[config.mk]
export PLATFORM = sky130hd
export DESIGN_NAME = bof_divider
export DESIGN_NICKNAME = d
export VERILOG_FILES = /design/src/rtl/bezier_outline_flattener_top_macros.svh /design/src/rtl/bof_pkg.sv /design/src/rtl/bof_divider.sv
export SDC_FILE = /design/constraint.sdc
export NUM_CORES = 2
export LEC_CHECK = 0
export ABC_AREA = 1
export BUFFER_PORTS_ARGS = -buffer_cell sky130_fd_sc_hd__buf_2
export CAP_MARGIN = 20
export CORE_ASPECT_RATIO = 0.6
export CORE_UTILIZATION = 45
export CTS_CLUSTER_DIAMETER = 60
export DETAILED_ROUTE_END_ITERATION = 6
export GPL_ROUTABILITY_DRIVEN = 0
export PLACE_DENSITY = 0.71
export SLEW_MARGIN = 10
export SYNTH_ARGS = -nofsm -noshare
export SYNTH_HDL_FRONTEND = slang
export SYNTH_SLANG_ARGS = --single-unit
export TNS_END_PERCENT = 1
[constraint.sdc]
create_clock -name clk -period 7.49 [get_ports clk]
set_input_delay 0 -clock clk [delete_from_list [all_inputs] [get_ports clk]]
set_output_delay 0 -clock clk [all_outputs]
set_load 0.02 [all_outputs]
[src/rtl/bezier_outline_flattener_top_macros.svh]
// Assertion macros shared by the outline flattener RTL.
// No dependencies; included by files that carry concurrent checks.
`ifndef BEZIER_OUTLINE_FLATTENER_TOP_MACROS_SVH
`define BEZIER_OUTLINE_FLATTENER_TOP_MACROS_SVH

// Same-cycle implication, disabled during reset.
`define BOF_ASSERT_IMPLIES(label, clk, rst, ante, cons, msg) \
  label: assert property (@(posedge clk) disable iff (rst) (ante) |-> (cons)) \
    else $error(msg);

// Next-cycle implication, disabled during reset.
`define BOF_ASSERT_NEXT(label, clk, rst, ante, cons, msg) \
  label: assert property (@(posedge clk) disable iff (rst) (ante) |=> (cons)) \
    else $error(msg);

`endif

[src/rtl/bof_pkg.sv]
// Types and constants shared by the outline flattener modules.
// No dependencies.
package bof_pkg;

  localparam int COORD_W     = 24;
  localparam int CMD_W       = 2;
  localparam int IN_DATA_W   = 6 * COORD_W;
  localparam int OUT_DATA_W  = 2 * COORD_W;
  localparam int QUEUE_DEPTH = 2;

  typedef enum logic [CMD_W-1:0] {
    CMD_MOVE  = 2'd0,
    CMD_LINE  = 2'd1,
    CMD_QUAD  = 2'd2,
    CMD_CUBIC = 2'd3
  } cmd_kind_t;

  // One queued command, with the start point captured at acceptance.
  typedef struct packed {
    cmd_kind_t                   kind;
    logic signed [COORD_W-1:0]   p0_x;
    logic signed [COORD_W-1:0]   p0_y;
    logic signed [COORD_W-1:0]   a_x;
    logic signed [COORD_W-1:0]   a_y;
    logic signed [COORD_W-1:0]   b_x;
    logic signed [COORD_W-1:0]   b_y;
    logic signed [COORD_W-1:0]   e_x;
    logic signed [COORD_W-1:0]   e_y;
  } bof_cmd_t;

  typedef struct packed {
    logic start;
    logic last;
  } bof_flags_t;

endpackage

[src/rtl/bof_divider.sv]
// Divider for the point sums: a reciprocal multiplication with one correction
// step, over the estimate, multiply and fix states, then the output register
// of the master stream. Depends on bof_pkg.
module bof_divider
  import bof_pkg::*;
#(
  parameter int SEGMENTS = 20
) (
  input  logic                                    clk,
  input  logic                                    rst,
  input  logic                                    in_valid,
  output logic                                    in_ready,
  input  logic [COORD_W+3*$clog2(SEGMENTS+1)-1:0] in_num_x,
  input  logic [COORD_W+3*$clog2(SEGMENTS+1)-1:0] in_num_y,
  input  logic [3*$clog2(SEGMENTS+1)-1:0]         in_den,
  input  bof_flags_t                              in_flags,
  output logic                                    m_axis_tvalid,
  input  logic                                    m_axis_tready,
  // Fields from bit 0: point_x, point_y.
  output logic [OUT_DATA_W-1:0]                   m_axis_tdata,
  // Fields from bit 0: path_start.
  output logic [0:0]                              m_axis_tuser,
  output logic                                    m_axis_tlast
);

  localparam int WW  = 3 * $clog2(SEGMENTS + 1);
  localparam int RW  = COORD_W + WW;
  localparam int VW  = COORD_W + 2;
  localparam int FB  = COORD_W + 3;
  localparam int PRW = 2 * VW;

  localparam longint DEN2 = longint'(SEGMENTS) * SEGMENTS;
  localparam longint DEN3 = DEN2 * SEGMENTS;
  localparam int     L2   = $clog2(DEN2);
  localparam int     L3   = $clog2(DEN3);
  localparam int     SH2  = (L2 >= 2) ? L2 - 2 : 0;
  localparam int     SH3  = (L3 >= 2) ? L3 - 2 : 0;

  // The dividend is below d * 2^24, so dropping SH low bits leaves 26 bits,
  // and a reciprocal with 27 fraction bits gives the quotient or one less.
  localparam longint RCP2 = (longint'(1) << (SH2 + FB)) / DEN2;
  localparam longint RCP3 = (longint'(1) << (SH3 + FB)) / DEN3;

  localparam logic [VW-1:0] RCP2_W = VW'(RCP2);
  localparam logic [VW-1:0] RCP3_W = VW'(RCP3);
  localparam logic [WW-1:0] DEN_W1 = WW'(1);
  localparam logic [WW-1:0] DEN_W3 = WW'(DEN3);

  typedef enum logic [1:0] {
    D_IDLE,
    D_EST,
    D_MULD,
    D_FIX
  } div_state_t;

  div_state_t         st;
  logic [RW-1:0]      num_x;
  logic [RW-1:0]      num_y;
  logic [WW-1:0]      den;
  bof_flags_t         flags;
  logic [COORD_W-1:0] qx;
  logic [COORD_W-1:0] qy;
  logic [RW-1:0]      qdx;
  logic [RW-1:0]      qdy;
  logic               out_valid;
  logic [COORD_W-1:0] out_x;
  logic [COORD_W-1:0] out_y;
  bof_flags_t         out_flags;

  logic               byp;
  logic               sel3;
  logic [VW-1:0]      rcp;
  logic [VW-1:0]      vsh_x;
  logic [VW-1:0]      vsh_y;
  logic [PRW-1:0]     est_x;
  logic [PRW-1:0]     est_y;
  logic [RW-1:0]      rem_x;
  logic [RW-1:0]      rem_y;
  logic               inc_x;
  logic               inc_y;
  logic               load;

  // A divisor of one is passed straight through as the estimate.
  assign byp   = (den == DEN_W1);
  assign sel3  = (den == DEN_W3);
  assign rcp   = sel3 ? RCP3_W : RCP2_W;
  assign vsh_x = sel3 ? VW'(num_x >> SH3) : VW'(num_x >> SH2);
  assign vsh_y = sel3 ? VW'(num_y >> SH3) : VW'(num_y >> SH2);
  assign est_x = PRW'(vsh_x) * PRW'(rcp);
  assign est_y = PRW'(vsh_y) * PRW'(rcp);

  assign rem_x = num_x - qdx;
  assign rem_y = num_y - qdy;
  assign inc_x = (rem_x >= RW'(den));
  assign inc_y = (rem_y >= RW'(den));

  assign load     = (st == D_FIX) && (!out_valid || m_axis_tready);
  assign in_ready = (st == D_IDLE);

  always_ff @(posedge clk) begin
    if (rst) begin
      st        <= D_IDLE;
      out_valid <= 1'b0;
    end else begin
      case (st)
        D_IDLE: begin
          if (in_valid) begin
            num_x <= in_num_x;
            num_y <= in_num_y;
            den   <= in_den;
            flags <= in_flags;
            st    <= D_EST;
          end
        end
        D_EST: begin
          qx <= byp ? num_x[COORD_W-1:0] : est_x[FB+COORD_W-1:FB];
          qy <= byp ? num_y[COORD_W-1:0] : est_y[FB+COORD_W-1:FB];
          st <= D_MULD;
        end
        D_MULD: begin
          qdx <= RW'(qx) * RW'(den);
          qdy <= RW'(qy) * RW'(den);
          st  <= D_FIX;
        end
        D_FIX: begin
          if (load) begin
            out_x     <= qx + COORD_W'(inc_x);
            out_y     <= qy + COORD_W'(inc_y);
            out_flags <= flags;
            st        <= D_IDLE;
          end
        end
        default: begin
          st <= D_IDLE;
        end
      endcase
      if (load) begin
        out_valid <= 1'b1;
      end else if (m_axis_tready) begin
        out_valid <= 1'b0;
      end
    end
  end

  // The dividend carried an offset of half the coordinate range; flipping
  // the top bit of the quotient removes it.
  assign m_axis_tvalid = out_valid;
  assign m_axis_tdata  = {~out_y[COORD_W-1], out_y[COORD_W-2:0],
                          ~out_x[COORD_W-1], out_x[COORD_W-2:0]};
  assign m_axis_tuser  = out_flags.start;
  assign m_axis_tlast  = out_flags.last;

endmodule
==> run summary <==
GR Util met1 = 0.425
Gr ovfl total = 0
Min-delay worst type = input pin to register
CP required = 7830 ps
WS Path Type = register to register
CP max FO = 27
Routed vias/inst = 5.40
Max Buffers Root-to-Sink = 3
Post-DP HPWL = 195,000 µm
Ys flop type = edfxtp_1
Port bufs = 150
Clock sink count = 274
Cell variety after synth = 63
Max-slew violation count = 0
Area Growth Syn to Fin = 9.49%
Top-area cell type share of the netlist area = 0.332
GRT busiest layer = met1
Post-layout instance area = 78,000 µm²
Max-cap viol count = 0
Slew @ Worst Pin = 1160 ps
Most frequent cells in the layout = inv_1 (2,316), nand2_1 (1,630), fa_1 (1,179)
Post-synthesis cell count = 8,659
Area post-placement = 75,300 µm²
Clk_lat worst skew = 630 ps
# IOs = 151
M2 GR Usage = 0.389
Setup violators final = 0
Initial Util = 0.456
Final Cycle Share = 0.988
Worst Setup Start Kind = register
Final WL = 227,000 µm
Number of global-route vias before repair = 60,000
Leading area contributor after synthesis = fa_1
Synth area leaders = fa_1 (33%), ha_1 (17%), inv_1 (12%), edfxtp_1 (11%), nand2_1 (8.6%)
Total Routing Usage GR = 0.286
Critical path's most frequent cell = fa_1
Reg clk slew, reported paths = 70 ps
Min cycle time layout = 7400 ps
Fill cell count = 14,600
Die area = 160,000 µm²
Routed vias = 60,000
Final Worst Setup Slack = 89.5 ps
M3 GR Usage = 0.0989
DR DRC count = 36
CTS tree = built
Pre-antenna DRT Iters = 7
Warnings from Yosys = 0
Setup TNS = 0 ps
Die span in x = 516 µm
Yosys reg bits = 274
Slowest CP cell = fa_1
Final hold viol count = 0
Largest net degree at the start of global routing = 61
Violated checks = DRC
Post-Place Setup Slack = -63.7 ps
Fmax = 135 MHz
Synth Cell Area = 71,200 µm²
FF/Latch Area = 8200 µm²
CP max stage delay = 540 ps
RSZ-0062 raised after global routing = true
Fin nets = 11,200
Share of layout cells above drive strength 1 = 0.0702
Post-layout util = 0.499
Multi-input gate area = 53,400 µm²
CTS buffer count = 36
H-tree levels = 2
Core area = 156,000 µm²
Sequential fraction of the synthesis area = 0.115
Critical path arrival = 7740 ps
Clk root buf = clkbuf_16
Status = complete, but fails checks
Slew margin rel. = 0.226
First-pass GRT wire length = 349,000 µm
Post-synth ARST share = 0
DR WL/cell = 20.4 µm
Iteration-0 DRC Markers = 7,804
Initial antenna violation count = 4
Num rows = 112
Die Height = 310 µm
Worst Setup End Kind = register
Routed Antenna Nets = 0
Final Skew = 38.5 ps
Number of enable flip-flop cells after synthesis = 271
Commonest non-fill, non-tap cell in the layout = inv_1
Syn_area_per_cell = 8.22 µm²
-- Yosys cell counts (all sizes together), types with 8 or more instances --
cell type	instances
nor3	47
or2	11
o21ai	310
xnor2	71
nand3	186
inv	2348
xor2	129
nand3b	38
a21oi	325
a31oi	33
a21boi	10
nor2	593
buf	133
o21bai	25
nand2	1652
a21o	32
a211oi	8
o21a	30
clkbuf	120
nor4	26
nand4	51
ha	970
edfxtp	271
fa	1182
-- registers in the layout (all words and copies together) (netlist names) --
name	count
qx	24
m_axis_tuser	1
m_axis_tvalid	1
num_y	39
qdy	39
out_x	24
qy	24
st	2
qdx	39
den	15
m_axis_tlast	1
out_y	24
flags	2
num_x	39
-- critical path: cells and delay by family (launching register included) --
kind	cells	cell delay [ps]
xor gates and xnor gates	1	200
AOI/OAI and AO/OA	6	1190
and+or+nand+nor	5	840
adders and majority gates	8	3330
buffers and inverters	8	1160
DFF	1	380
-- per-stage QoR --
step / hold WS (ps) / instances
after detailed placement: 178 / 10900
after global placement: 177 / 10900
after CTS: 59.9 / 11100
after floorplan: 72.4 / 8705
final: 82.2 / 11100
after global routing: 84.1 / 11100
-- logic make-up (layout without fill, tap and decap cells) --
kind of cell    after synthesis  count (layout)  synth area share
fa+ha+maj                  2152            2152             0.503
xor+xnor                    200             200            0.0247
simple gates               2619            2619             0.153
compound gates              811             811            0.0636
buf+inv                    2601            2901             0.141
flops                       274             274             0.115
other cells                   2              49          0.000105
-- per-layer routing --
layer,wire length [µm],vias up,share of wire
met4,6930,6,0.031
met2,87300,3749,0.38
li1,-,26800,-
met3,34000,420,0.15
met5,106,-,0.00047
met1,98700,29000,0.43
-- path summary, 6_finish.rpt --
| kind | from | end | slack (ps) | depth (start not counted) |
|---|---|---|---|---|
| worst max register to register | den[8] | qx[1] | 90 | 28 |
| worst min register to register | flags[1] | m_axis_tuser | 420 | 0 |
| worst max-delay path | den[8] | qx[1] | 90 | 28 |
| worst min-delay path | in_num_x[9] | num_x[9] | 80 | 2 |
-- area by class of cell --
type	instances	area share
sequential	274	0.105
multi-input combinational	5830	0.685
clock inverter	24	0.00409
antenna	1	0.0000321
timing repair buffer	487	0.0458
clock buffer	42	0.0124
tap	2109	0.0338
inverter	2348	0.113
-- repair_timing --
action	CTS	global route
resized for setup	3	103
buffers inserted	0	5
hold buffers	100	0
endpoints found under the setup margin	9	48
endpoints found under the hold margin	140	0
pin swaps	0	2
Power is left out: the tool's default activity adds up to more than one toggle a clock period on the data nets, which glitch-free logic cannot reach.
