$ cat src/rtl/bezier_outline_flattener_top_macros.svh
// Assertion macros shared by the outline flattener RTL.
// No dependencies; included by files that carry concurrent checks.
`ifndef BEZIER_OUTLINE_FLATTENER_TOP_MACROS_SVH
`define BEZIER_OUTLINE_FLATTENER_TOP_MACROS_SVH

// Same-cycle implication, disabled during reset.
`define BOF_ASSERT_IMPLIES(label, clk, rst, ante, cons, msg) \
  label: assert property (@(posedge clk) disable iff (rst) (ante) |-> (cons)) \
    else $error(msg);

// Next-cycle implication, disabled during reset.
`define BOF_ASSERT_NEXT(label, clk, rst, ante, cons, msg) \
  label: assert property (@(posedge clk) disable iff (rst) (ante) |=> (cons)) \
    else $error(msg);

`endif

$ cat src/rtl/bof_pkg.sv
// Types and constants shared by the outline flattener modules.
// No dependencies.
package bof_pkg;

  localparam int COORD_W     = 24;
  localparam int CMD_W       = 2;
  localparam int IN_DATA_W   = 6 * COORD_W;
  localparam int OUT_DATA_W  = 2 * COORD_W;
  localparam int QUEUE_DEPTH = 2;

  typedef enum logic [CMD_W-1:0] {
    CMD_MOVE  = 2'd0,
    CMD_LINE  = 2'd1,
    CMD_QUAD  = 2'd2,
    CMD_CUBIC = 2'd3
  } cmd_kind_t;

  // One queued command, with the start point captured at acceptance.
  typedef struct packed {
    cmd_kind_t                   kind;
    logic signed [COORD_W-1:0]   p0_x;
    logic signed [COORD_W-1:0]   p0_y;
    logic signed [COORD_W-1:0]   a_x;
    logic signed [COORD_W-1:0]   a_y;
    logic signed [COORD_W-1:0]   b_x;
    logic signed [COORD_W-1:0]   b_y;
    logic signed [COORD_W-1:0]   e_x;
    logic signed [COORD_W-1:0]   e_y;
  } bof_cmd_t;

  typedef struct packed {
    logic start;
    logic last;
  } bof_flags_t;

endpackage

$ cat src/rtl/bof_front.sv
// Front end: accepts outline commands, tracks the current point and queues
// commands for the engine. Depends on bof_pkg.
module bof_front
  import bof_pkg::*;
(
  input  logic                 clk,
  input  logic                 rst,
  input  logic                 s_axis_tvalid,
  output logic                 s_axis_tready,
  // Fields from bit 0: ctrl_a_x, ctrl_a_y, ctrl_b_x, ctrl_b_y, end_x, end_y.
  input  logic [IN_DATA_W-1:0] s_axis_tdata,
  // Fields from bit 0: cmd.
  input  logic [CMD_W-1:0]     s_axis_tuser,
  output logic                 q_valid,
  input  logic                 q_ready,
  output bof_cmd_t             q_rec
);

  localparam int PTR_W = $clog2(QUEUE_DEPTH);
  localparam int CNT_W = PTR_W + 1;
  localparam logic [CNT_W-1:0] FULL_CNT = CNT_W'(QUEUE_DEPTH);

  logic signed [COORD_W-1:0] cur_x;
  logic signed [COORD_W-1:0] cur_y;
  bof_cmd_t                  mem [QUEUE_DEPTH];
  logic [PTR_W-1:0]          wr_ptr;
  logic [PTR_W-1:0]          rd_ptr;
  logic [CNT_W-1:0]          count;
  bof_cmd_t                  in_rec;
  logic                      push;
  logic                      pop;

  always_comb begin
    in_rec.kind = cmd_kind_t'(s_axis_tuser);
    in_rec.p0_x = cur_x;
    in_rec.p0_y = cur_y;
    in_rec.a_x  = $signed(s_axis_tdata[1*COORD_W-1:0*COORD_W]);
    in_rec.a_y  = $signed(s_axis_tdata[2*COORD_W-1:1*COORD_W]);
    in_rec.b_x  = $signed(s_axis_tdata[3*COORD_W-1:2*COORD_W]);
    in_rec.b_y  = $signed(s_axis_tdata[4*COORD_W-1:3*COORD_W]);
    in_rec.e_x  = $signed(s_axis_tdata[5*COORD_W-1:4*COORD_W]);
    in_rec.e_y  = $signed(s_axis_tdata[6*COORD_W-1:5*COORD_W]);
  end

  assign s_axis_tready = (count != FULL_CNT);
  assign q_valid       = (count != '0);
  assign q_rec         = mem[rd_ptr];
  assign push          = s_axis_tvalid && s_axis_tready;
  assign pop           = q_valid && q_ready;

  // The end point of every accepted command becomes the next start point.
  always_ff @(posedge clk) begin
    if (rst) begin
      cur_x  <= '0;
      cur_y  <= '0;
      wr_ptr <= '0;
      rd_ptr <= '0;
      count  <= '0;
    end else begin
      if (push) begin
        cur_x       <= in_rec.e_x;
        cur_y       <= in_rec.e_y;
        mem[wr_ptr] <= in_rec;
        wr_ptr      <= wr_ptr + PTR_W'(1);
      end
      if (pop) begin
        rd_ptr <= rd_ptr + PTR_W'(1);
      end
      if (push && !pop) begin
        count <= count + CNT_W'(1);
      end else if (pop && !push) begin
        count <= count - CNT_W'(1);
      end
    end
  end

endmodule

$ cat config.mk
export PLATFORM = sky130hd
export DESIGN_NAME = bof_front
export DESIGN_NICKNAME = d
export VERILOG_FILES = /design/src/rtl/bezier_outline_flattener_top_macros.svh /design/src/rtl/bof_pkg.sv /design/src/rtl/bof_front.sv
export SDC_FILE = /design/constraint.sdc
export NUM_CORES = 1
export LEC_CHECK = 0
export BUFFER_PORTS_ARGS = -buffer_cell sky130_fd_sc_hd__buf_2
export CAP_MARGIN = 20
export CORE_MARGIN = 1.5
export CORE_UTILIZATION = 55
export CTS_BUF_LIST = sky130_fd_sc_hd__clkbuf_8
export CTS_CLUSTER_SIZE = 40
export DETAILED_ROUTE_END_ITERATION = 8
export GPL_TIMING_DRIVEN = 0
export PLACE_DENSITY = 0.81
export SETUP_SLACK_MARGIN = 0.05
export SYNTH_ARGS = -nofsm -noshare
export SYNTH_HDL_FRONTEND = slang
export SYNTH_SLANG_ARGS = --single-unit
$ cat constraint.sdc
create_clock -name clk -period 48.6 [get_ports clk]
set_input_delay 9.72 -clock clk [delete_from_list [all_inputs] [get_ports clk]]
set_output_delay 9.72 -clock clk [all_outputs]
set_load 0.005 [all_outputs]
==> results.toml, run 1 <==
[power_and_ir_drop]
p_total_uw = 938.4
ir_drop_mv = 0.03337
p_leak_nw = 7.458
power.density_nw_per_um2 = 47.07

[floorplanning]
die_h_um = 173.7
die-area_um2 = 30180
die_w_um = 173.7
rows = 62
pin_count = 346
core_um2 = 28700
initial_core_util_pct = 55.84

[sta]
finClkSkew_ns = 0.02946
post-route-period-util_pct = 24.75
relSlewSlack_pct = 25.29
final_max_slew_viol_count = 0
worstMarginPinSlew_ns = 1.115
grt_setup_unrepaired = "false"
fmax_mhz = 83.14
period_needed_ns = 12.03
setup_tns_ns = 0
hold_viol = 0
finalSetupViolCount = 0

[global_route]
grt_usage_pct = 23.06
grt_pass1_vias = 9622
grt_max_degree = 13
grt_first_pass_wirelength_mm = 52.94
antenna_found_initial = 3
overflow = 0

[finish]
n_fill_cell = 1907
multi_input_area_um2 = 3039
fin_util_pct = 69.46
final_nets = 1456
area_growth_pct = 24.40
finalInstanceArea_um2 = 19940
register_area_um2 = 12710
drive_gt1_share_pct = 51.03
final-instance-count-excl-fill = 1744

[clocking]
cts_setup_buffers = 0
clock-sinks = 441
htreeDepth = 3
hold_buffers = 0
cts_resized = 0
cts_tree = "done"
cts_buffers = 70
clockRootBuffer = "clkbuf_8"
worstSkewPairLatency_ns = 0.57
clock_path_buffers = 3
clkTransAtPathRegs_ns = 0.06

[worst_setup_path]
r2r_slack_ns = 45.43
r2r_start = "count[0]$_SDFFE_PP0P_"
cpMaxStageDelayCell = "buf_2"
critPathCapture = "q_rec[41]"
reg2reg_depth = 10
startpoint_type = "flip-flop"
end_kind = "primary output"
crit_required_ns = 38.88
crit_path_max_incr_delay_ns = 0.38
r2r-end = "mem[0][98]$_DFFE_PP_"
crit_path_max_fanout = 10
critPathTopFamily = "buffers and inverters"
critPathBufInv = 4
worstSetupPathType = "reg -> out"
crit_chain = "clkbuf_1 -> buf_2 -> buf_4 -> mux2_2 -> buf_2"
crit_arrival_ns = 2.31
cp_common_cell = "buf_2"
cp_num_cells = 5

[synth]
synth_area_leaders = "edfxtp_1, mux2_2, dfxtp_1"
synth-seq-area-share_pct = 79.31
synthesis.area_um2 = 16030
synth_top_area_cell = "edfxtp_1"
ys_ff_latch = 441
syn_inst = 850
synth.avg_cell_area_um2 = 18.86
synth_nets = 1001
ys_types = 22
synth-warning-count = 0
synth_top_cell_area_share_pct = 72.69

[routing]
num_vias = 9185
via_per_inst = 5.267
drc = 0
antenna_left = 0
wire_per_inst_um = 20.05
drt_iter0_markers = 522
drt-total-wl_mm = 34.96
dr.pass1.iters = 5

[placement]
hpwl_mm = 24.71
gp_congestion = 0.7932
dp_cells = 1617
io_buffers = 343
dpl_cell_area_um2 = 18700

[hold_path]
worst_hold_startpoint = "cur_y[2]$_SDFFE_PP0P_"
hold_class = "reg -> reg"

[flow_run]
cap_violations = 0

[outcome]
status = "finished clean"
[cell usage after synthesis, drive strengths merged]
cell type,n
or3,2
nor2,3
buf,31
o21ai,51
or2,1
mux2,194
clkbuf,18
nand2,1
nor3b,1
edfxtp,388
xor2,3
inv,3
ha,1
dfxtp,53
nor3,1
a21oi,50
nand3,48
nor2b,1
[final cells by class]
type | count | area share, %
antenna | 4 | 0.05020
timing repair buffer | 383 | 10.94
clock buffer | 72 | 4.970
sequential | 441 | 63.76
buffer | 49 | 1.381
inverter | 3 | 0.05648
multi-input combinational | 357 | 15.24
tap | 384 | 2.410
clock inverter | 51 | 1.186
[state kept, by name, summed over array words and instances (netlist names), named ones only]
signal and flops:
wr_ptr 1, cur_y 24, rd_ptr 1, count 2
mem 388, cur_x 24
[how the worst min path moves through the flow]
stage	to	slack [ns]	cells after the start
after detailed placement	mem[1][181]$_DFFE_PP_	0.43	0
after floorplan	mem[0][144]$_DFFE_PP_	0.42	0
after CTS	mem[1][146]$_DFFE_PP_	0.43	0
after global routing	mem[0][190]$_DFFE_PP_	0.45	0
after global placement	mem[0][151]$_DFFE_PP_	0.42	0
final	mem[1][146]$_DFFE_PP_	0.44	0
[cells in the final DEF (no fill, tap or decap), types with 18 or more instances in the layout]
cell	netlist	final
a21oi_1	50	50
buf_2	10	353
buf_4	19	19
buf_6	1	37
clkbuf_1	18	18
clkbuf_8	0	72
clkinv_1	0	21
dfxtp_1	53	53
edfxtp_1	388	388
inv_1	1	24
mux2_2	194	194
nand3_1	48	48
o21ai_0	51	51
[cell families after synthesis]
logic type                 synth area share, %
and+or+nand+nor                          1.873
xor gates and xnor gates                0.1640
AOI/OAI and AO/OA                        3.154
adders and majority gates              0.07805
muxes                                    13.63
DFF                                      79.31
buffers and inverters                    1.788
[stage by stage]
stage,hold WS [ns],setup WS [ns]
global placement,0.4227,15.67
finish,0.4402,36.57
CTS,0.4336,36.47
global route,0.4523,36.41
floorplan,0.4192,23.55
detailed placement,0.4315,36.32
[report_power, final]
part           internal (mW)  switching (mW)
sequential             0.447         0.00906
clock                  0.143           0.134
combinational          0.101           0.104
[metal layers]
layer	wire, um	GRT usage (%)	share of wire, %	vias up
met4	692	8.046	2.0	0
met1	12790	26.30	37	4500
met5	0	0	0	-
met2	17940	40.38	51	390
met3	3538	8.070	10	55
li1	-	-	-	4240
Power figures use the tool's default switching activity.
==> run 2: changes to the inputs <==
- clock period: 48.6 -> 11.4 ns (I/O delays scaled with it)
==> run 2 against run 1 <==
Effect of this change: die area unchanged; first-iteration DRC count is 16% higher; count of clock-buffer cells in the layout is 1 higher; hold slack got worse by 0.012 ns; critical path type unchanged; largest power group unchanged; highest routed layer is now met5.
==> results.toml, run 2 (synthesis results as in run 1) <==
[clocking]
clock-sinks = 441
cts_resized = 0
cts_buffers = 69
cts_setup_buffers = 0
clockRootBuffer = "clkbuf_8"
hold_buffers = 0
clkTransAtPathRegs_ns = 0.06
cts_tree = "done"
htreeDepth = 3
clock_path_buffers = 3
worstSkewPairLatency_ns = 0.57

[worst_setup_path]
r2r-end = "mem[1][82]$_DFFE_PP_"
crit_required_ns = 9.12
reg2reg_depth = 10
startpoint_type = "flip-flop"
crit_arrival_ns = 2.22
r2r_slack_ns = 8.32
crit_path_max_fanout = 10
r2r_start = "count[0]$_SDFFE_PP0P_"
end_kind = "primary output"
worstSetupPathType = "reg -> out"

[sta]
relSlewSlack_pct = 43.81
grt_setup_unrepaired = "false"
finalSetupViolCount = 0
hold_viol = 0
final_max_slew_viol_count = 0
worstMarginPinSlew_ns = 0.8401
finClkSkew_ns = 0.02382
fmax_mhz = 222.4
period_needed_ns = 4.496
post-route-period-util_pct = 39.44

[finish]
final_cell_mix = "edfxtp_1, buf_2, mux2_2, clkbuf_8, dfxtp_1"
top_regs = "mem x388, cur_x x24, cur_y x24"
final_common_cell = "edfxtp_1"
regMostFlops = "mem"
finalInstanceArea_um2 = 19970
final_nets = 1439
n_fill_cell = 1890
area_growth_pct = 24.59
final-instance-count-excl-fill = 1723
register_area_um2 = 12710
multi_input_area_um2 = 3052
fin_util_pct = 69.57
largest_reg_flops = 388
drive_gt1_share_pct = 50.71

[placement]
hpwl_mm = 24.36
gp_congestion = 0.7859
dp_cells = 1601
dpl_cell_area_um2 = 18730
io_buffers = 343

[floorplanning]
rows = 62
die_w_um = 173.7
die_h_um = 173.7
die-area_um2 = 30180
initial_core_util_pct = 55.84
core_um2 = 28700
pin_count = 346

[routing]
via_per_inst = 5.315
wl_met1_mm = 13.23
drt-total-wl_mm = 35.11
top_layer = "met5"
num_vias = 9157
drc = 0
wire_per_inst_um = 20.37
drt_iter0_markers = 605
met2WireLength_mm = 17.40
dr.pass1.iters = 6
dr_wl_met3_mm = 3.471
antenna_left = 0

[power_and_ir_drop]
ir_drop_mv = 0.1268
p_leak_nw = 7.434
p_total_mw = 4.018
power.density_nw_per_um2 = 201.2

[flow_run]
cap_violations = 0

[global_route]
overflow = 0
grt_max_degree = 22
grt_pass1_vias = 9655
grt_first_pass_wirelength_mm = 53.12
antenna_found_initial = 3
grt_usage_pct = 23.18

[outcome]
status = "finished clean"

[hold_path]
hold_path_depth = 0
hold_class = "reg -> reg"
holdPathEnd = "mem[1][184]$_DFFE_PP_"
worst_hold_startpoint = "cur_x[16]$_SDFFE_PP0P_"
## run 2: cell count changes in the layout (fill, tap and decap cells not counted), sizes merged
| cell | delta |
|---|---|
| inv | +2 |
| clkinvlp | +3 |
| clkbuf | +1 |
| buf | -16 |
| diode | -2 |
| clkinv | -9 |
## run 2: worst max path at each step
stage                             to  slack [ns]          start  depth (start not counted)
2_1_floorplan    mem[1][0]$_DFFE_PP_        0.66  s_axis_tvalid                          4
5_1_grt                    q_rec[38]        6.70      flip-flop                          5
3_5_place_dp   mem[1][102]$_DFFE_PP_        6.63  s_axis_tvalid                          9
3_3_place_gp   mem[1][102]$_DFFE_PP_       -3.73            rst                          2
6_report                   q_rec[38]        6.90      flip-flop                          5
4_1_cts                    q_rec[38]        6.80      flip-flop                          5
## run 2: critical path, stage by stage (launching register included)
cell,delay [ns]
dfxtp_1,0.30
clkbuf_1,0.16
buf_2,0.37
buf_4,0.31
mux2_2,0.36
buf_2,0.15
## run 2: area by class of cell
class | instances | share of cell area (%)
Antenna cell | 2 | 0.02506
Buffer | 49 | 1.378
Clock buffer | 73 | 5.031
Clock inverter | 47 | 1.134
Inverter | 3 | 0.05639
Multi-Input combinational cell | 357 | 15.28
Sequential cell | 441 | 63.66
Tap cell | 384 | 2.406
Timing Repair Buffer | 367 | 11.03
## run 2: through the flow
stage	hold slack, ns	setup slack [ns]	setup TNS [ns]
2_1_floorplan	0.4192	0.6649	0
3_5_place_dp	0.4324	6.627	0
6_report	0.4282	6.904	0
5_1_grt	0.4514	6.703	0
4_1_cts	0.4354	6.798	0
3_3_place_gp	0.4225	-3.730	-1416.46
## run 2: metal layers
metal  vias to the layer above  global-route usage, %
li1                       4188                      -
met1                      4467                  27.66
met2                       423                  38.62
met3                        77                  7.917
met4                         2                  9.770
met5                         -                      0
## run 2: where the power goes
| group | switching, mW | internal (mW) | total, mW | leakage, nW |
|---|---|---|---|---|
| clock network | 0.569 | 0.614 | 1.18 | 0.715 |
| logic | 0.451 | 0.438 | 0.889 | 2.71 |
| registers | 0.0396 | 1.91 | 1.95 | 4.01 |
| total | 1.06 | 2.96 | 4.02 | 7.43 |
