<file path="src/rtl/bezier_outline_flattener_top_macros.svh">
// Assertion macros shared by the outline flattener RTL.
// No dependencies; included by files that carry concurrent checks.
`ifndef BEZIER_OUTLINE_FLATTENER_TOP_MACROS_SVH
`define BEZIER_OUTLINE_FLATTENER_TOP_MACROS_SVH

// Same-cycle implication, disabled during reset.
`define BOF_ASSERT_IMPLIES(label, clk, rst, ante, cons, msg) \
  label: assert property (@(posedge clk) disable iff (rst) (ante) |-> (cons)) \
    else $error(msg);

// Next-cycle implication, disabled during reset.
`define BOF_ASSERT_NEXT(label, clk, rst, ante, cons, msg) \
  label: assert property (@(posedge clk) disable iff (rst) (ante) |=> (cons)) \
    else $error(msg);

`endif

</file>
<file path="src/rtl/bof_pkg.sv">
// Types and constants shared by the outline flattener modules.
// No dependencies.
package bof_pkg;

  localparam int COORD_W     = 24;
  localparam int CMD_W       = 2;
  localparam int IN_DATA_W   = 6 * COORD_W;
  localparam int OUT_DATA_W  = 2 * COORD_W;
  localparam int QUEUE_DEPTH = 2;

  typedef enum logic [CMD_W-1:0] {
    CMD_MOVE  = 2'd0,
    CMD_LINE  = 2'd1,
    CMD_QUAD  = 2'd2,
    CMD_CUBIC = 2'd3
  } cmd_kind_t;

  // One queued command, with the start point captured at acceptance.
  typedef struct packed {
    cmd_kind_t                   kind;
    logic signed [COORD_W-1:0]   p0_x;
    logic signed [COORD_W-1:0]   p0_y;
    logic signed [COORD_W-1:0]   a_x;
    logic signed [COORD_W-1:0]   a_y;
    logic signed [COORD_W-1:0]   b_x;
    logic signed [COORD_W-1:0]   b_y;
    logic signed [COORD_W-1:0]   e_x;
    logic signed [COORD_W-1:0]   e_y;
  } bof_cmd_t;

  typedef struct packed {
    logic start;
    logic last;
  } bof_flags_t;

endpackage

</file>
<file path="src/rtl/bof_engine.sv">
// Back-end sequencer: steps through the points of each command, forms the
// Bernstein weights and accumulates the weighted sums. Depends on bof_pkg.
module bof_engine
  import bof_pkg::*;
#(
  parameter int SEGMENTS = 20
) (
  input  logic                                clk,
  input  logic                                rst,
  input  logic                                q_valid,
  output logic                                q_ready,
  input  bof_cmd_t                            q_rec,
  output logic                                dv_valid,
  input  logic                                dv_ready,
  output logic [COORD_W+3*$clog2(SEGMENTS+1)-1:0] dv_num_x,
  output logic [COORD_W+3*$clog2(SEGMENTS+1)-1:0] dv_num_y,
  output logic [3*$clog2(SEGMENTS+1)-1:0]     dv_den,
  output bof_flags_t                          dv_flags
);

  localparam int NW  = $clog2(SEGMENTS + 1);
  localparam int AAW = 2 * NW;
  localparam int WW  = 3 * NW;
  localparam int PW  = COORD_W + WW + 1;
  localparam int AW  = COORD_W + WW + 2;
  localparam int RW  = COORD_W + WW;

  localparam logic [NW-1:0] N_K = NW'(SEGMENTS);

  localparam longint DEN1 = 1;
  localparam longint DEN2 = longint'(SEGMENTS) * SEGMENTS;
  localparam longint DEN3 = DEN2 * SEGMENTS;

  localparam logic [WW-1:0] DEN_W1 = WW'(DEN1);
  localparam logic [WW-1:0] DEN_W2 = WW'(DEN2);
  localparam logic [WW-1:0] DEN_W3 = WW'(DEN3);

  // Half the divisor for rounding, plus an offset that keeps the dividend
  // non-negative for the unsigned divider.
  localparam logic signed [AW-1:0] BIAS1 = AW'(DEN1 / 2 + (DEN1 << (COORD_W - 1)));
  localparam logic signed [AW-1:0] BIAS2 = AW'(DEN2 / 2 + (DEN2 << (COORD_W - 1)));
  localparam logic signed [AW-1:0] BIAS3 = AW'(DEN3 / 2 + (DEN3 << (COORD_W - 1)));

  typedef enum logic [2:0] {
    S_IDLE,
    S_WGT1,
    S_WGT2,
    S_MUL0,
    S_MUL1,
    S_MUL2,
    S_MUL3,
    S_SUM
  } eng_state_t;

  eng_state_t               st;
  bof_cmd_t                 rec;
  logic [NW-1:0]            k;
  logic [AAW-1:0]           aa;
  logic [AAW-1:0]           ab;
  logic [AAW-1:0]           bb;
  logic [WW-1:0]            w [4];
  logic signed [PW-1:0]     prod_x;
  logic signed [PW-1:0]     prod_y;
  logic signed [AW-1:0]     acc_x;
  logic signed [AW-1:0]     acc_y;

  logic [NW-1:0]            a_val;
  logic [WW-1:0]            w_next [4];
  logic [WW-1:0]            t_aab;
  logic [WW-1:0]            t_abb;
  logic [WW-1:0]            w_sel;
  logic signed [COORD_W-1:0] op_x;
  logic signed [COORD_W-1:0] op_y;
  logic signed [PW-1:0]     mul_x;
  logic signed [PW-1:0]     mul_y;
  logic signed [AW-1:0]     bias_sel;
  logic signed [AW-1:0]     sum_x;
  logic signed [AW-1:0]     sum_y;
  logic                     is_last;

  assign a_val = N_K - k;
  assign t_aab = WW'(aa) * WW'(k);
  assign t_abb = WW'(bb) * WW'(a_val);

  always_comb begin
    case (rec.kind)
      CMD_QUAD: begin
        w_next[0] = WW'(aa);
        w_next[1] = WW'(ab) << 1;
        w_next[2] = '0;
        w_next[3] = WW'(bb);
        bias_sel  = BIAS2;
        dv_den    = DEN_W2;
      end
      CMD_CUBIC: begin
        w_next[0] = WW'(aa) * WW'(a_val);
        w_next[1] = t_aab + (t_aab << 1);
        w_next[2] = t_abb + (t_abb << 1);
        w_next[3] = WW'(bb) * WW'(k);
        bias_sel  = BIAS3;
        dv_den    = DEN_W3;
      end
      default: begin
        // Move and line: the point is the end point itself.
        w_next[0] = '0;
        w_next[1] = '0;
        w_next[2] = '0;
        w_next[3] = DEN_W1;
        bias_sel  = BIAS1;
        dv_den    = DEN_W1;
      end
    endcase
  end

  // One shared multiplier per coordinate, stepped over the four operands.
  always_comb begin
    case (st)
      S_MUL0: begin
        op_x  = rec.p0_x;
        op_y  = rec.p0_y;
        w_sel = w[0];
      end
      S_MUL1: begin
        op_x  = rec.a_x;
        op_y  = rec.a_y;
        w_sel = w[1];
      end
      S_MUL2: begin
        op_x  = rec.b_x;
        op_y  = rec.b_y;
        w_sel = w[2];
      end
      default: begin
        op_x  = rec.e_x;
        op_y  = rec.e_y;
        w_sel = w[3];
      end
    endcase
  end

  assign mul_x = op_x * $signed({1'b0, w_sel});
  assign mul_y = op_y * $signed({1'b0, w_sel});

  assign sum_x   = acc_x + AW'(prod_x);
  assign sum_y   = acc_y + AW'(prod_y);
  assign is_last = (rec.kind == CMD_MOVE) || (rec.kind == CMD_LINE) || (k == N_K);

  assign q_ready        = (st == S_IDLE);
  assign dv_valid       = (st == S_SUM);
  assign dv_num_x       = sum_x[RW-1:0];
  assign dv_num_y       = sum_y[RW-1:0];
  assign dv_flags.start = (rec.kind == CMD_MOVE);
  assign dv_flags.last  = is_last;

  always_ff @(posedge clk) begin
    if (rst) begin
      st <= S_IDLE;
    end else begin
      case (st)
        S_IDLE: begin
          if (q_valid) begin
            rec <= q_rec;
            k   <= NW'(1);
            st  <= S_WGT1;
          end
        end
        S_WGT1: begin
          aa <= AAW'(a_val) * AAW'(a_val);
          ab <= AAW'(a_val) * AAW'(k);
          bb <= AAW'(k) * AAW'(k);
          st <= S_WGT2;
        end
        S_WGT2: begin
          w  <= w_next;
          st <= S_MUL0;
        end
        S_MUL0: begin
          prod_x <= mul_x;
          prod_y <= mul_y;
          st     <= S_MUL1;
        end
        S_MUL1: begin
          prod_x <= mul_x;
          prod_y <= mul_y;
          acc_x  <= AW'(prod_x) + bias_sel;
          acc_y  <= AW'(prod_y) + bias_sel;
          st     <= S_MUL2;
        end
        S_MUL2: begin
          prod_x <= mul_x;
          prod_y <= mul_y;
          acc_x  <= sum_x;
          acc_y  <= sum_y;
          st     <= S_MUL3;
        end
        S_MUL3: begin
          prod_x <= mul_x;
          prod_y <= mul_y;
          acc_x  <= sum_x;
          acc_y  <= sum_y;
          st     <= S_SUM;
        end
        S_SUM: begin
          if (dv_ready) begin
            if (is_last) begin
              st <= S_IDLE;
            end else begin
              k  <= k + NW'(1);
              st <= S_WGT1;
            end
          end
        end
        default: begin
          st <= S_IDLE;
        end
      endcase
    end
  end

endmodule

</file>
<file path="config.mk">
export PLATFORM = sky130hd
export DESIGN_NAME = bof_engine
export DESIGN_NICKNAME = d
export VERILOG_FILES = /design/src/rtl/bezier_outline_flattener_top_macros.svh /design/src/rtl/bof_pkg.sv /design/src/rtl/bof_engine.sv
export SDC_FILE = /design/constraint.sdc
export NUM_CORES = 2
export LEC_CHECK = 0
export ABC_AREA = 1
export ABC_CLOCK_PERIOD_IN_PS = 41100
export BUFFER_PORTS_ARGS = -buffer_cell sky130_fd_sc_hd__buf_2
export CORE_ASPECT_RATIO = 1.1
export CORE_MARGIN = 5
export CORE_UTILIZATION = 34
export CTS_BUF_LIST = sky130_fd_sc_hd__clkbuf_8
export DETAILED_ROUTE_END_ITERATION = 10
export PLACE_DENSITY = 0.54
export SYNTH_ARGS = -nofsm -noshare
export SYNTH_HDL_FRONTEND = slang
export SYNTH_SLANG_ARGS = --single-unit
</file>
<file path="constraint.sdc">
create_clock -name clk -period 41.1 [get_ports clk]
set_clock_uncertainty 0.2 [all_clocks]
set_input_delay 4.11 -clock clk [delete_from_list [all_inputs] [get_ports clk]]
set_output_delay 4.11 -clock clk [all_outputs]
set_load 0.02 [all_outputs]
</file>
==> metrics <==
status=complete, no violations; IO Port Bufs=between 200 and 300; WL/cell=19.6 um; Final GP Congestion=0.952; # setup viols final=0; Initial DRT Pass Iterations=7; CTS H-tree depth=3; wire length of the first global-routing pass=between 300000 and 400000 um; via/cell ratio=4.90; Critical Path Most Common Cell=fa_1; CTS Buf Count=82; yosys warns=0; CTS resizes=0; io pins=295; Hold WS=0.401 ns; worst-path maximum fanout=50; FF/Latch Area=13200 sq um; CP peak stage delay=0.83 ns; setup slack, reg-to-reg=approximately 32 ns; CTS tree=done; slew at the pin closest to its max-slew limit=1.37 ns; post-synthesis average cell area=approximately 7.9 sq um; Layout area overhead=9.15%; gr usage total=between 20% and 30%; Fmax=between 100 and 150 MHz; critical path startpoint category=flip-flop; Netlist cell types=48; Seq/Total Area, Yosys=a little over a fifth; initial DRC count=roughly 3200; HP Start=prod_y[0]$_DFFE_PP_; multi-input logic area=around 42000 sq um; Critical R2R Capture=prod_x[33]$_DFFE_PP_; Setup CP Type=reg2reg; Vias=51600; Post-route DRC=0; share of layout cells above drive strength 1=approximately 7%; Rel. slew slack=~8.8%; cell family with most CP delay=adder cells; fillers=~19000; hpwl dp=roughly 170000 um; Worst-Skew Late Latency=0.82 ns; Crit. End Element=flip-flop; Max clock buf depth=3; # nets final=approximately 9500; EDFF count, synth=439; min-delay worst type=reg2reg; clock sinks=between 400 and 500; RSZ-0062 raised after global routing=no; antenna-violating nets left=0; Initial Util=34.1%; initial antenna violation count=10; clock-pin slew on the worst setup and hold paths=0.06 ns; die span in x=between 400 and 500 um; # hold bufs at CTS=0; Primary FF master, synth=edfxtp_1; CP arrival=roughly 9.1 ns; WP buf/inv=7; die footprint=approximately 190000 sq um; Tmin final=~9 ns; max-cap viol count=0; largest net degree at the start of global routing=just over 80; reg2reg start=st[2]$_SDFFE_PP0P_; Mapped Cells=between 7000 and 8000; routed wire length=a little over 200000 um; CP required=between 40 and 50 ns; core box area=181000 sq um; TNS Setup=0 ns; R2R cell count=26; Post-Layout Cell Count=10500; pins over their slew limit=0; hold depth=2; vias in the first global route=between 50000 and 60000; post-synthesis instance area=61700 sq um; Seq cells post-synth=442; pre-CTS WS=32.39 ns; dpl cells=10400; Crit-path slowest cell=fa_1; Async S/R FF share, synth=0%; Final Hold Viols=0; hold endpoint=acc_y[0]$_DFFE_PP_; final period utilization=between 20% and 30%; clock root cell=clkbuf_8; postcts setup bufs=0; worst setup margin=32.30 ns; Die H=around 460 um; row count=about 160; GRT Residual Overflow=0
cell families (layout without fill, tap and decap cells):
logic type	Yosys count	in the layout	synth area share (%)
adder cells (fa/ha/maj)	1254	1254	35.1
buffers and inverters	1798	2104	11.4
other	2	24	0.0122
AO/OA/AOI/OAI	670	670	7.08
flip-flops	442	442	21.4
AND/OR/NAND/NOR	3467	3467	22.7
XOR/XNOR	160	160	2.27
how the worst max path moves through the flow:
stage | from | to | slack [ns] | cells after the start
floorplan | rst | rec[0]$_DFFE_PP_ | 22.45 | 2
global placement | st[2]$_SDFFE_PP0P_ | prod_y[37]$_DFFE_PP_ | 32.48 | 25
detailed placement | st[2]$_SDFFE_PP0P_ | prod_x[33]$_DFFE_PP_ | 32.39 | 26
CTS | st[2]$_SDFFE_PP0P_ | prod_x[33]$_DFFE_PP_ | 32.34 | 26
global route | st[0]$_SDFFE_PP0P_ | prod_x[37]$_DFFE_PP_ | 31.85 | 26
finish | st[2]$_SDFFE_PP0P_ | prod_x[33]$_DFFE_PP_ | 32.30 | 26
placed cells by master, fill, tap and decap left out, types with 174 or more instances in the layout:
| cell | synthesis | layout |
|---|---|---|
| buf_2 | 66 | 288 |
| nand3_1 | 290 | 289 |
| nor2_1 | 846 | 843 |
| edfxtp_1 | 439 | 439 |
| nand2_1 | 2074 | 2074 |
| ha_1 | 459 | 459 |
| fa_1 | 795 | 795 |
| a21oi_1 | 262 | 262 |
| o21ai_0 | 174 | 174 |
| inv_1 | 1574 | 1590 |
worst register-to-register path: stages (launching register included):
cell      delay (ns)
dfxtp_1         0.47
nand2_2         0.21
nor2_4          0.32
buf_4           0.62
a22o_1          0.33
o22ai_2         0.06
buf_4           0.23
inv_2           0.69
nand2_1         0.17
fa_1            0.75
inv_1           0.11
fa_1            0.83
fa_1            0.54
fa_1            0.51
fa_1            0.50
inv_1           0.05
fa_1            0.47
inv_1           0.04
ha_1            0.33
inv_1           0.12
o21bai_1        0.08
a21oi_1         0.20
o21ai_0         0.13
a21oi_1         0.19
nand2_1         0.08
nand2_1         0.06
nand2_1         0.17
per-layer routing:
layer	vias to the layer above	part of all wire (%)	global-route usage, %
met5	-	0.0063	0
met4	2	4.3	8.36
met3	350	4.9	2.88
met2	1430	49	37.5
met1	25100	42	26.9
li1	24600	-	-
flip-flops by register name (all words and copies together) (netlist names):
| name | count |
|---|---|
| w | 59 |
| st | 3 |
| prod_x | 39 |
| bb | 7 |
| k | 5 |
| acc_y | 39 |
| prod_y | 39 |
| rec | 194 |
| ab | 9 |
| aa | 9 |
| acc_x | 39 |
layout make-up:
class	instances	area share (%)
Sequential cell	442	19.6
Clock buffer	83	1.69
Multi-Input combinational cell	5568	61.7
Inverter	1619	9.02
Timing Repair Buffer	339	2.71
Tap cell	2407	4.47
Clock inverter	63	0.741
Antenna cell	7	0.0260
through the flow:
step,area (sq um),util (%)
detailed placement,65700,36.3
finish,67400,37.2
CTS,67400,37.2
global route,67400,37.2
global placement,65700,36.3
floorplan,61800,-
cells in the mapped netlist (11+ instances only):
| cell | instances | share of area [%] |
|---|---|---|
| nor3_1 | 67 | 0.54 |
| inv_1 | 1574 | 9.6 |
| inv_2 | 44 | 0.27 |
| nand3b_1 | 36 | 0.44 |
| nand4_1 | 67 | 0.68 |
| ha_1 | 459 | 9.3 |
| o21ai_0 | 174 | 1.4 |
| a31oi_1 | 21 | 0.21 |
| fa_1 | 795 | 26 |
| o21a_1 | 13 | 0.16 |
| nor4_1 | 12 | 0.12 |
| or2_2 | 11 | 0.11 |
| a21oi_1 | 262 | 2.1 |
| buf_4 | 29 | 0.35 |
| buf_6 | 15 | 0.27 |
| nand2_1 | 2074 | 13 |
| nand3_1 | 290 | 2.4 |
| a22o_1 | 57 | 0.81 |
| xnor2_1 | 45 | 0.64 |
| edfxtp_1 | 439 | 21 |
| buf_2 | 66 | 0.53 |
| nor2_1 | 846 | 5.1 |
| o22ai_4 | 17 | 0.55 |
| a21o_1 | 23 | 0.28 |
| o22ai_1 | 13 | 0.13 |
| xor2_1 | 115 | 1.6 |
| o21bai_1 | 23 | 0.28 |
| and2_1 | 43 | 0.44 |
| clkbuf_1 | 64 | 0.39 |
| o22ai_2 | 35 | 0.71 |
Power is left out: the tool's default activity adds up to more than one toggle a clock period on the data nets, which glitch-free logic cannot reach.
